==> src/rtl/ptt_pkg.sv <==
// Shared types and constants for the periodic timer table.
// Used by ptt_slot_eval and periodic_timer_table_core; depends on nothing.
package ptt_pkg;

    localparam int NUM_TIMERS = 16;
    localparam int TICK_MS    = 10;

    localparam int IDX_W     = (NUM_TIMERS > 1) ? $clog2(NUM_TIMERS) : 1;
    localparam int CNT_W     = $clog2(NUM_TIMERS + 1);
    localparam int ID_W      = 16;
    localparam int PERIOD_W  = 24;
    localparam int ELAPSED_W = 25;

    localparam logic [1:0] KIND_TICK   = 2'd0;
    localparam logic [1:0] KIND_ADD    = 2'd1;
    localparam logic [1:0] KIND_REMOVE = 2'd2;

    localparam logic [1:0] STATUS_DONE    = 2'd0;
    localparam logic [1:0] STATUS_UPDATED = 2'd1;
    localparam logic [1:0] STATUS_ADDED   = 2'd2;
    localparam logic [1:0] STATUS_FULL    = 2'd3;

    typedef struct packed {
        logic [1:0]          kind;
        logic [ID_W-1:0]     timer_id;
        logic [ID_W-1:0]     custom_id;
        logic                any_custom;
        logic [PERIOD_W-1:0] period_ms;
        logic                want_signal;
        logic                want_work;
    } cmd_t;

    typedef struct packed {
        logic            fired;
        logic [ID_W-1:0] fired_id;
        logic [ID_W-1:0] fired_custom;
        logic            notify_signal;
        logic            notify_work;
        logic [1:0]      status;
        logic            last;
    } rsp_t;

    // one RAM word per slot; notify bit 0 is signal, bit 1 is work
    typedef struct packed {
        logic [ID_W-1:0]      owner;
        logic [ID_W-1:0]      custom;
        logic [PERIOD_W-1:0]  period;
        logic [ELAPSED_W-1:0] elapsed;
        logic [1:0]           notify;
    } slot_t;

    // per-slot decision handed from the evaluator to the sequencer
    typedef struct packed {
        logic  fire;
        logic  wr_en;
        slot_t wr_data;
        logic  free_slot;
        logic  set_expired;
        logic  add_match;
        logic  add_free;
    } eval_t;

endpackage

==> src/rtl/ptt_ram.sv <==
// Generic single-port-write, single-port-read RAM with registered read.
// Stand-alone; no package needed.
module ptt_ram #(
    parameter int WIDTH = 8,
    parameter int DEPTH = 16
) (
    input  logic                                     clk,
    input  logic                                     wr_en,
    input  logic [((DEPTH > 1) ? $clog2(DEPTH) : 1)-1:0] wr_addr,
    input  logic [WIDTH-1:0]                         wr_data,
    input  logic                                     rd_en,
    input  logic [((DEPTH > 1) ? $clog2(DEPTH) : 1)-1:0] rd_addr,
    output logic [WIDTH-1:0]                         rd_data
);

    logic [WIDTH-1:0] mem [DEPTH];

    always_ff @(posedge clk)
    begin
        if (wr_en)
        begin
            mem[wr_addr] <= wr_data;
        end
        // data holds while no read is issued
        if (rd_en)
        begin
            rd_data <= mem[rd_addr];
        end
    end

endmodule

==> src/rtl/ptt_slot_eval.sv <==
// Per-slot evaluation: decides what one item does to one slot.
// Depends on ptt_pkg.
module ptt_slot_eval
    import ptt_pkg::*;
(
    input  cmd_t  cmd,
    input  logic  used,
    input  logic  expired,
    input  slot_t slot,
    output eval_t ev
);

    logic [ELAPSED_W-1:0] elapsed_sum;
    logic                 owner_hit;
    logic                 custom_hit;

    assign elapsed_sum = slot.elapsed + ELAPSED_W'(TICK_MS);
    assign owner_hit   = (slot.owner == cmd.timer_id);
    assign custom_hit  = (slot.custom == cmd.custom_id);

    always_comb
    begin
        ev         = '0;
        ev.wr_data = slot;
        case (cmd.kind)
            KIND_TICK:
            begin
                if (used && expired)
                begin
                    ev.free_slot = 1'b1;
                end
                else if (used)
                begin
                    ev.wr_en = 1'b1;
                    if (elapsed_sum >= {1'b0, slot.period})
                    begin
                        ev.fire               = 1'b1;
                        ev.wr_data.elapsed    = '0;
                    end
                    else
                    begin
                        ev.wr_data.elapsed    = elapsed_sum;
                    end
                end
            end
            KIND_ADD:
            begin
                ev.add_match = used && owner_hit && custom_hit;
                ev.add_free  = !used;
            end
            KIND_REMOVE:
            begin
                ev.set_expired = used && owner_hit && (cmd.any_custom || custom_hit);
            end
            default:
            begin
                ev.wr_en = 1'b0;
            end
        endcase
    end

endmodule

==> src/rtl/periodic_timer_table_core.sv <==
// Periodic timer table: slot records in one RAM, scanned one slot per cycle unless
// a fire beat is held back by rsp_stall. cmd_stall stays high until the closing beat
// is registered, so a new item is taken only after the last one has finished.
// Reset clears the used and expired flags at once; RAM contents are not cleared.
// Depends on ptt_pkg, ptt_ram, ptt_slot_eval.
module periodic_timer_table_core
    import ptt_pkg::*;
(
    input  logic clk,
    input  logic rst_n,
    input  logic cmd_valid,
    output logic cmd_stall,
    input  cmd_t cmd,
    output logic rsp_valid,
    input  logic rsp_stall,
    output rsp_t rsp
);

    typedef enum logic [2:0] {
        ST_IDLE = 3'b001,
        ST_SCAN = 3'b010,
        ST_FIN  = 3'b100
    } state_t;

    state_t              state_reg, state_next;
    cmd_t                cmd_reg;
    logic [NUM_TIMERS-1:0] used_reg, expired_reg;
    logic [CNT_W-1:0]    rd_cnt_reg;
    logic                p_valid_reg;
    logic [IDX_W-1:0]    p_idx_reg;
    logic                match_found_reg, free_found_reg;
    logic [IDX_W-1:0]    match_idx_reg, free_idx_reg;
    slot_t               match_data_reg;
    logic                rsp_valid_reg;
    rsp_t                rsp_reg;

    logic                cmd_accept;
    logic                out_free;
    logic                eval_ok;
    logic                advance;
    logic                rd_en;
    logic                wr_en;
    logic [IDX_W-1:0]    wr_addr;
    slot_t               wr_data;
    slot_t               rd_data;
    eval_t               ev;
    logic                scan_done;
    logic                fin_go;
    logic                rsp_load;
    rsp_t                rsp_next;
    logic [1:0]          fin_status;

    assign cmd_stall  = (state_reg != ST_IDLE);
    assign cmd_accept = cmd_valid && !cmd_stall;
    assign out_free   = !rsp_valid_reg || !rsp_stall;
    assign rsp_valid  = rsp_valid_reg;
    assign rsp        = rsp_reg;

    ptt_ram #(
        .WIDTH ($bits(slot_t)),
        .DEPTH (NUM_TIMERS)
    ) u_slot_ram (
        .clk     (clk),
        .wr_en   (wr_en),
        .wr_addr (wr_addr),
        .wr_data (wr_data),
        .rd_en   (rd_en),
        .rd_addr (rd_cnt_reg[IDX_W-1:0]),
        .rd_data (rd_data)
    );

    ptt_slot_eval u_eval (
        .cmd     (cmd_reg),
        .used    (used_reg[p_idx_reg]),
        .expired (expired_reg[p_idx_reg]),
        .slot    (rd_data),
        .ev      (ev)
    );

    // hold the read pipe when a fire beat cannot be registered
    assign eval_ok   = (state_reg == ST_SCAN) && p_valid_reg && (!ev.fire || out_free);
    assign advance   = (state_reg == ST_SCAN) && (!p_valid_reg || eval_ok);
    assign rd_en     = advance && (rd_cnt_reg < CNT_W'(NUM_TIMERS));
    assign scan_done = (state_reg == ST_SCAN) && !p_valid_reg
                       && (rd_cnt_reg == CNT_W'(NUM_TIMERS));
    assign fin_go    = (state_reg == ST_FIN) && out_free;

    always_comb
    begin
        fin_status = STATUS_DONE;
        if (cmd_reg.kind == KIND_ADD)
        begin
            if (match_found_reg)
            begin
                fin_status = STATUS_UPDATED;
            end
            else if (free_found_reg)
            begin
                fin_status = STATUS_ADDED;
            end
            else
            begin
                fin_status = STATUS_FULL;
            end
        end
    end

    // RAM write: per-slot counter update during the scan, add commit at the end
    always_comb
    begin
        wr_en   = 1'b0;
        wr_addr = p_idx_reg;
        wr_data = ev.wr_data;
        if (eval_ok && ev.wr_en)
        begin
            wr_en = 1'b1;
        end
        else if (fin_go && (fin_status == STATUS_UPDATED))
        begin
            wr_en          = 1'b1;
            wr_addr        = match_idx_reg;
            wr_data        = match_data_reg;
            wr_data.period = cmd_reg.period_ms;
        end
        else if (fin_go && (fin_status == STATUS_ADDED))
        begin
            wr_en          = 1'b1;
            wr_addr        = free_idx_reg;
            wr_data.owner  = cmd_reg.timer_id;
            wr_data.custom = cmd_reg.custom_id;
            wr_data.period = cmd_reg.period_ms;
            wr_data.elapsed = '0;
            wr_data.notify = {cmd_reg.want_work, cmd_reg.want_signal};
        end
    end

    always_comb
    begin
        rsp_load = 1'b0;
        rsp_next = '0;
        if (eval_ok && ev.fire)
        begin
            rsp_load               = 1'b1;
            rsp_next.fired         = 1'b1;
            rsp_next.fired_id      = rd_data.owner;
            rsp_next.fired_custom  = rd_data.custom;
            rsp_next.notify_signal = rd_data.notify[0];
            rsp_next.notify_work   = rd_data.notify[1];
        end
        else if (fin_go)
        begin
            rsp_load        = 1'b1;
            rsp_next.status = fin_status;
            rsp_next.last   = 1'b1;
        end
    end

    always_comb
    begin
        state_next = state_reg;
        case (state_reg)
            ST_IDLE:
            begin
                if (cmd_accept)
                begin
                    if (cmd.kind inside {KIND_TICK, KIND_ADD, KIND_REMOVE})
                    begin
                        state_next = ST_SCAN;
                    end
                    else
                    begin
                        state_next = ST_FIN;
                    end
                end
            end
            ST_SCAN:
            begin
                if (scan_done)
                begin
                    state_next = ST_FIN;
                end
            end
            ST_FIN:
            begin
                if (fin_go)
                begin
                    state_next = ST_IDLE;
                end
            end
            default:
            begin
                state_next = ST_IDLE;
            end
        endcase
    end

    always_ff @(posedge clk or negedge rst_n)
    begin
        if (!rst_n)
        begin
            state_reg       <= ST_IDLE;
            used_reg        <= '0;
            expired_reg     <= '0;
            rd_cnt_reg      <= '0;
            p_valid_reg     <= 1'b0;
            match_found_reg <= 1'b0;
            free_found_reg  <= 1'b0;
            rsp_valid_reg   <= 1'b0;
        end
        else
        begin
            state_reg <= state_next;

            if (cmd_accept)
            begin
                rd_cnt_reg      <= '0;
                p_valid_reg     <= 1'b0;
                match_found_reg <= 1'b0;
                free_found_reg  <= 1'b0;
            end
            else if (advance)
            begin
                p_valid_reg <= rd_en;
                if (rd_en)
                begin
                    rd_cnt_reg <= rd_cnt_reg + CNT_W'(1);
                end
            end

            if (eval_ok)
            begin
                if (ev.free_slot)
                begin
                    used_reg[p_idx_reg]    <= 1'b0;
                    expired_reg[p_idx_reg] <= 1'b0;
                end
                if (ev.set_expired)
                begin
                    expired_reg[p_idx_reg] <= 1'b1;
                end
                if (ev.add_match && !match_found_reg)
                begin
                    match_found_reg <= 1'b1;
                end
                if (ev.add_free && !free_found_reg)
                begin
                    free_found_reg <= 1'b1;
                end
            end

            if (fin_go && (fin_status == STATUS_ADDED))
            begin
                used_reg[free_idx_reg]    <= 1'b1;
                expired_reg[free_idx_reg] <= 1'b0;
            end

            if (rsp_load)
            begin
                rsp_valid_reg <= 1'b1;
            end
            else if (!rsp_stall)
            begin
                rsp_valid_reg <= 1'b0;
            end
        end
    end

    // payload registers
    always_ff @(posedge clk)
    begin
        if (cmd_accept)
        begin
            cmd_reg <= cmd;
        end
        if (rd_en)
        begin
            p_idx_reg <= rd_cnt_reg[IDX_W-1:0];
        end
        if (eval_ok && ev.add_match && !match_found_reg)
        begin
            match_idx_reg  <= p_idx_reg;
            match_data_reg <= rd_data;
        end
        if (eval_ok && ev.add_free && !free_found_reg)
        begin
            free_idx_reg <= p_idx_reg;
        end
        if (rsp_load)
        begin
            rsp_reg <= rsp_next;
        end
    end

    a_pipe_in_scan: assert property (@(posedge clk) disable iff (!rst_n)
        p_valid_reg |-> (state_reg == ST_SCAN))
        else $error("read pipe active outside scan");

    a_last_from_fin: assert property (@(posedge clk) disable iff (!rst_n)
        (rsp_load && rsp_next.last) |-> (state_reg == ST_FIN))
        else $error("closing beat loaded outside finish");

    a_expired_used: assert property (@(posedge clk) disable iff (!rst_n)
        (expired_reg & ~used_reg) == '0)
        else $error("expired flag set on a free slot");

    a_fire_holds: assert property (@(posedge clk) disable iff (!rst_n)
        (p_valid_reg && ev.fire && !out_free) |=> (p_valid_reg && $stable(p_idx_reg)))
        else $error("stalled fire slot lost");

endmodule

==> config.mk <==
export PLATFORM = sky130hd
export DESIGN_NAME = periodic_timer_table_core
export DESIGN_NICKNAME = d
export VERILOG_FILES = /design/src/rtl/ptt_pkg.sv /design/src/rtl/ptt_ram.sv /design/src/rtl/ptt_slot_eval.sv /design/src/rtl/periodic_timer_table_core.sv
export SDC_FILE = /design/constraint.sdc
export NUM_CORES = 2
export LEC_CHECK = 0
export BUFFER_PORTS_ARGS = -buffer_cell sky130_fd_sc_hd__buf_4
export CAP_MARGIN = 20
export CORE_MARGIN = 8
export CORE_UTILIZATION = 31
export CTS_BUF_LIST = sky130_fd_sc_hd__clkbuf_8
export CTS_CLUSTER_SIZE = 30
export DETAILED_ROUTE_END_ITERATION = 6
export GPL_TIMING_DRIVEN = 0
export SLEW_MARGIN = 5
export SYNTH_ARGS = -nofsm -noshare
export SYNTH_HDL_FRONTEND = slang
export SYNTH_HIERARCHICAL = 1
export SYNTH_SLANG_ARGS = --single-unit
==> constraint.sdc <==
create_clock -name clk -period 24.4 [get_ports clk]
set_clock_uncertainty 0.1 [all_clocks]
set_input_delay 1.22 -clock clk [delete_from_list [all_inputs] [get_ports clk]]
set_output_delay 1.22 -clock clk [all_outputs]
set_load 0.02 [all_outputs]
==> summary.md <==
| Metric | Value |
|---|---|
| Cell Rows | 166 |
| Fin Hold WS | 165.1 ps |
| Critical Path Stages | 28 |
| CP delay by family, top | simple AND/OR/NAND/NOR gates |
| Pin count of the biggest net entering global routing | 62 |
| Worst r2r src | u_slot_ram/rd_data[3]$_DFFE_PP_ |
| Simple-gate share of the synthesized area | 0.03349 |
| CP startpoint kind | flop |
| Post-Syn Nets | 3210 |
| Setup TNS Final | 0 ps |
| Fillers | 18790 |
| Clock Pin Slew Worst Setup and Hold Paths | 60 ps |
| Req. time, crit path | 24980 ps |
| Antenna violations before repair | 8 |
| Vias | 33350 |
| Post-CTS sizing | 0 |
| Final period util | 0.3290 |
| Die W | 468.5 microns |
| Initial Utilization | 0.3109 |
| Final hold violation count | 0 |
| Setup Slack @ Placement | 16300 ps |
| Xor/xnor share of the synthesized area | 0.007294 |
| RSZ-0062 raised after global routing | no |
| Highest ir drop seen on vdd | 0.07060 mV |
| CP Class | reg -> reg |
| Total wire length | 165700 microns |
| CP Max Fanout | 10 |
| Area Overhead vs Synth | 16.92% |
| Max_slew headroom | 0.2287 |
| Slowest stage delay, CP | 620 ps |
| Overflow after GRT | 0 |
| Cells on worst reg2reg path | 28 |
| Drt wl/cell | 25.60 microns |
| Adder-cell share of the synthesized area | 0.005323 |
| Die ar. | 0.2195 sq mm |
| Worst R2R Setup Slack | 16370 ps |
| CORE AREA | 0.2042 sq mm |
| H-tree depth | 5 |
| Critical Path Slowest Stage Cell | nor3_2 |
| HP Class | in -> async |
| Cell Pwr Density | 83.39 mW/mm^2 |
| Buf/Inv on CP | 10 |
| Share of layout cells above drive strength 1 | 0.2823 |
| Post-synthesis mux area share | 0.1251 |
| Hpwl dp | 105700 microns |
| Clock buffer depth | 4 |
| Number of synthesized flops with an enable pin | 1581 |
| Main synth FF type | edfxtp_1 |
| Post-Syn Area per Cell | 20.36 sq um |
| I/O pins | 105 |
| CP startpoint | u_slot_ram/rd_data[3]$_DFFE_PP_ |
| CTS root buffer | clkbuf_8 |
| TritonCTS clock tree | yes |
| Remaining DRCs | 0 |
| Antenna viol nets, final | 0 |
| Gr usage total | 0.1478 |
| Max Clock Freq | 124.6 MHz |
| Port Buf Inserts | 104 |
| Post-Synthesis Cells | 3118 |
| Largest family of logic cells by synthesized area | multiplexers |
| Post-synthesis register bit count | 1625 |
| RR Endpoint | u_slot_ram/mem[0][39]$_DFFE_PP_ |
| Final net count | 3703 |
| Tmin final | 8027 ps |
| Leak | 23.96 nW |
| Drt via density | 5.152 |
| Vias in the first global route | 34070 |
| Post-Synthesis Cell Area | 0.06347 sq mm |
| Ys Warns | 6 |
| Finished layout cell area | 0.07421 sq mm |
| Final setup margin | 16370 ps |
| Seq/Total Area, Yosys | 0.7654 |
| GPL Wtd Cong | 0.8202 |
| Max FFs per register | 1328 |
| Non-Filler Instances | 6473 |
| CTS buffer count | 274 |
| Max Slew Vio Count | 0 |
| Synth unique cells | 70 |
| Placed cell areas | 0.06948 sq mm |
| Fraction of the mapped netlist area in compound gates | 0.04088 |
| First-pass GRT wire length | 238100 microns |
| Worst Tran Pin Value | 1157 ps |
| Worst Setup End Kind | flop |
| Final number of setup-violating endpoints | 0 |
| Status | complete, no violations |
| Placed cell count | 6022 |
| Asr flop ratio synth | 0.02708 |
| Sink Count | 1625 |
| Max Cap Viol | 0 |
| Initial DRC count | 4063 |
| Post-CTS Repair Setup Buffers | 0 |
| Worst-Skew Late Latency | 990 ps |
| Most common cell after layout, fill and taps aside | edfxtp_1 |
| Pre-antenna DRT Iters | 6 |
| Die H | 468.5 microns |
| CP Data Arrival Time | 8600 ps |
| Cts hold-fix bufs | 0 |
| Most frequent cells in the layout | 1581 x edfxtp_1, 340 x mux4_2, 282 x clkbuf_8 |
[stage by stage]
stage / total power [mW] / util
after floorplan: 3.796 / -
after detailed placement: 4.073 / 0.3403
after global placement: 4.059 / 0.3312
after global routing: 6.416 / 0.3635
after CTS: 6.250 / 0.3634
final: 6.189 / 0.3635
[logic make-up after synthesis]
group,after synthesis
flops,1625
simple gates,424
mux,365
compound gates,360
buf+inv,265
xor+xnor,52
fa+ha+maj,27
[cell type report]
| type | count | area, sq um | area share |
|---|---|---|---|
| clock buffer | 282 | 3881 | 0.05230 |
| sequential | 1625 | 48580 | 0.6546 |
| inverter | 52 | 202.7 | 0.002731 |
| clock inverter | 162 | 828.3 | 0.01116 |
| multi-input combinational | 1228 | 13590 | 0.1831 |
| antenna | 6 | 15.01 | 0.0002023 |
| timing repair buffer | 217 | 2515 | 0.03389 |
| buffer | 213 | 1244 | 0.01676 |
| tap | 2688 | 3363 | 0.04532 |
[cell usage after synthesis, types with 3 or more instances]
| library cell | instances | share of area |
|---|---|---|
| a21oi_1 | 15 | 0.0012 |
| a222oi_1 | 11 | 0.0017 |
| a22o_1 | 26 | 0.0036 |
| a22oi_1 | 206 | 0.024 |
| a2bb2oi_1 | 4 | 0.00055 |
| a31oi_1 | 5 | 0.00049 |
| a41oi_1 | 3 | 0.00041 |
| and2_1 | 41 | 0.0040 |
| and3_1 | 5 | 0.00049 |
| and4_1 | 3 | 0.00041 |
| buf_1 | 13 | 0.00077 |
| buf_2 | 36 | 0.0028 |
| buf_4 | 69 | 0.0082 |
| buf_6 | 18 | 0.0032 |
| clkbuf_1 | 77 | 0.0046 |
| dfrtp_1 | 43 | 0.017 |
| edfxtp_1 | 1581 | 0.75 |
| ha_1 | 27 | 0.0053 |
| inv_1 | 52 | 0.0031 |
| mux2_2 | 24 | 0.0043 |
| mux4_2 | 340 | 0.12 |
| nand2_1 | 206 | 0.012 |
| nand2b_1 | 11 | 0.0011 |
| nand3_1 | 18 | 0.0014 |
| nand3b_1 | 3 | 0.00035 |
| nand4_1 | 43 | 0.0042 |
| nor2_1 | 35 | 0.0021 |
| nor2b_1 | 9 | 0.00089 |
| nor3_1 | 14 | 0.0011 |
| nor3b_1 | 6 | 0.00071 |
| nor4_1 | 5 | 0.00049 |
| o211ai_1 | 4 | 0.00047 |
| o21ai_0 | 51 | 0.0040 |
| o21ai_1 | 8 | 0.00063 |
| o22ai_1 | 3 | 0.00030 |
| o31ai_1 | 7 | 0.00083 |
| o41ai_1 | 5 | 0.00069 |
| or2_2 | 4 | 0.00039 |
| xnor2_1 | 41 | 0.0057 |
| xor2_1 | 10 | 0.0014 |
[report_power, final]
group,internal (mW),total (mW),switching [mW]
Clock,1.13,2.18,1.05
Combinational,0.328,0.775,0.447
Sequential,3.18,3.24,0.0558
Total,4.63,6.19,1.55
[how the worst max path moves through the flow]
stage                                      end
2_1_floorplan   u_slot_ram/mem[0][0]$_DFFE_PP_
3_3_place_gp   u_slot_ram/mem[0][38]$_DFFE_PP_
3_5_place_dp   u_slot_ram/mem[0][37]$_DFFE_PP_
4_1_cts        u_slot_ram/mem[0][39]$_DFFE_PP_
5_1_grt        u_slot_ram/mem[0][41]$_DFFE_PP_
6_report       u_slot_ram/mem[0][39]$_DFFE_PP_
[per-layer routing]
metal | wire length (microns) | up-vias | track usage
li1 | - | 13840 | -
met1 | 71830 | 17600 | 0.2111
met2 | 73880 | 1617 | 0.2225
met3 | 15830 | 296 | 0.03866
met4 | 4145 | 0 | 0.04378
met5 | 0 | - | 0
No activity file was read; power rests on OpenSTA's default activity.
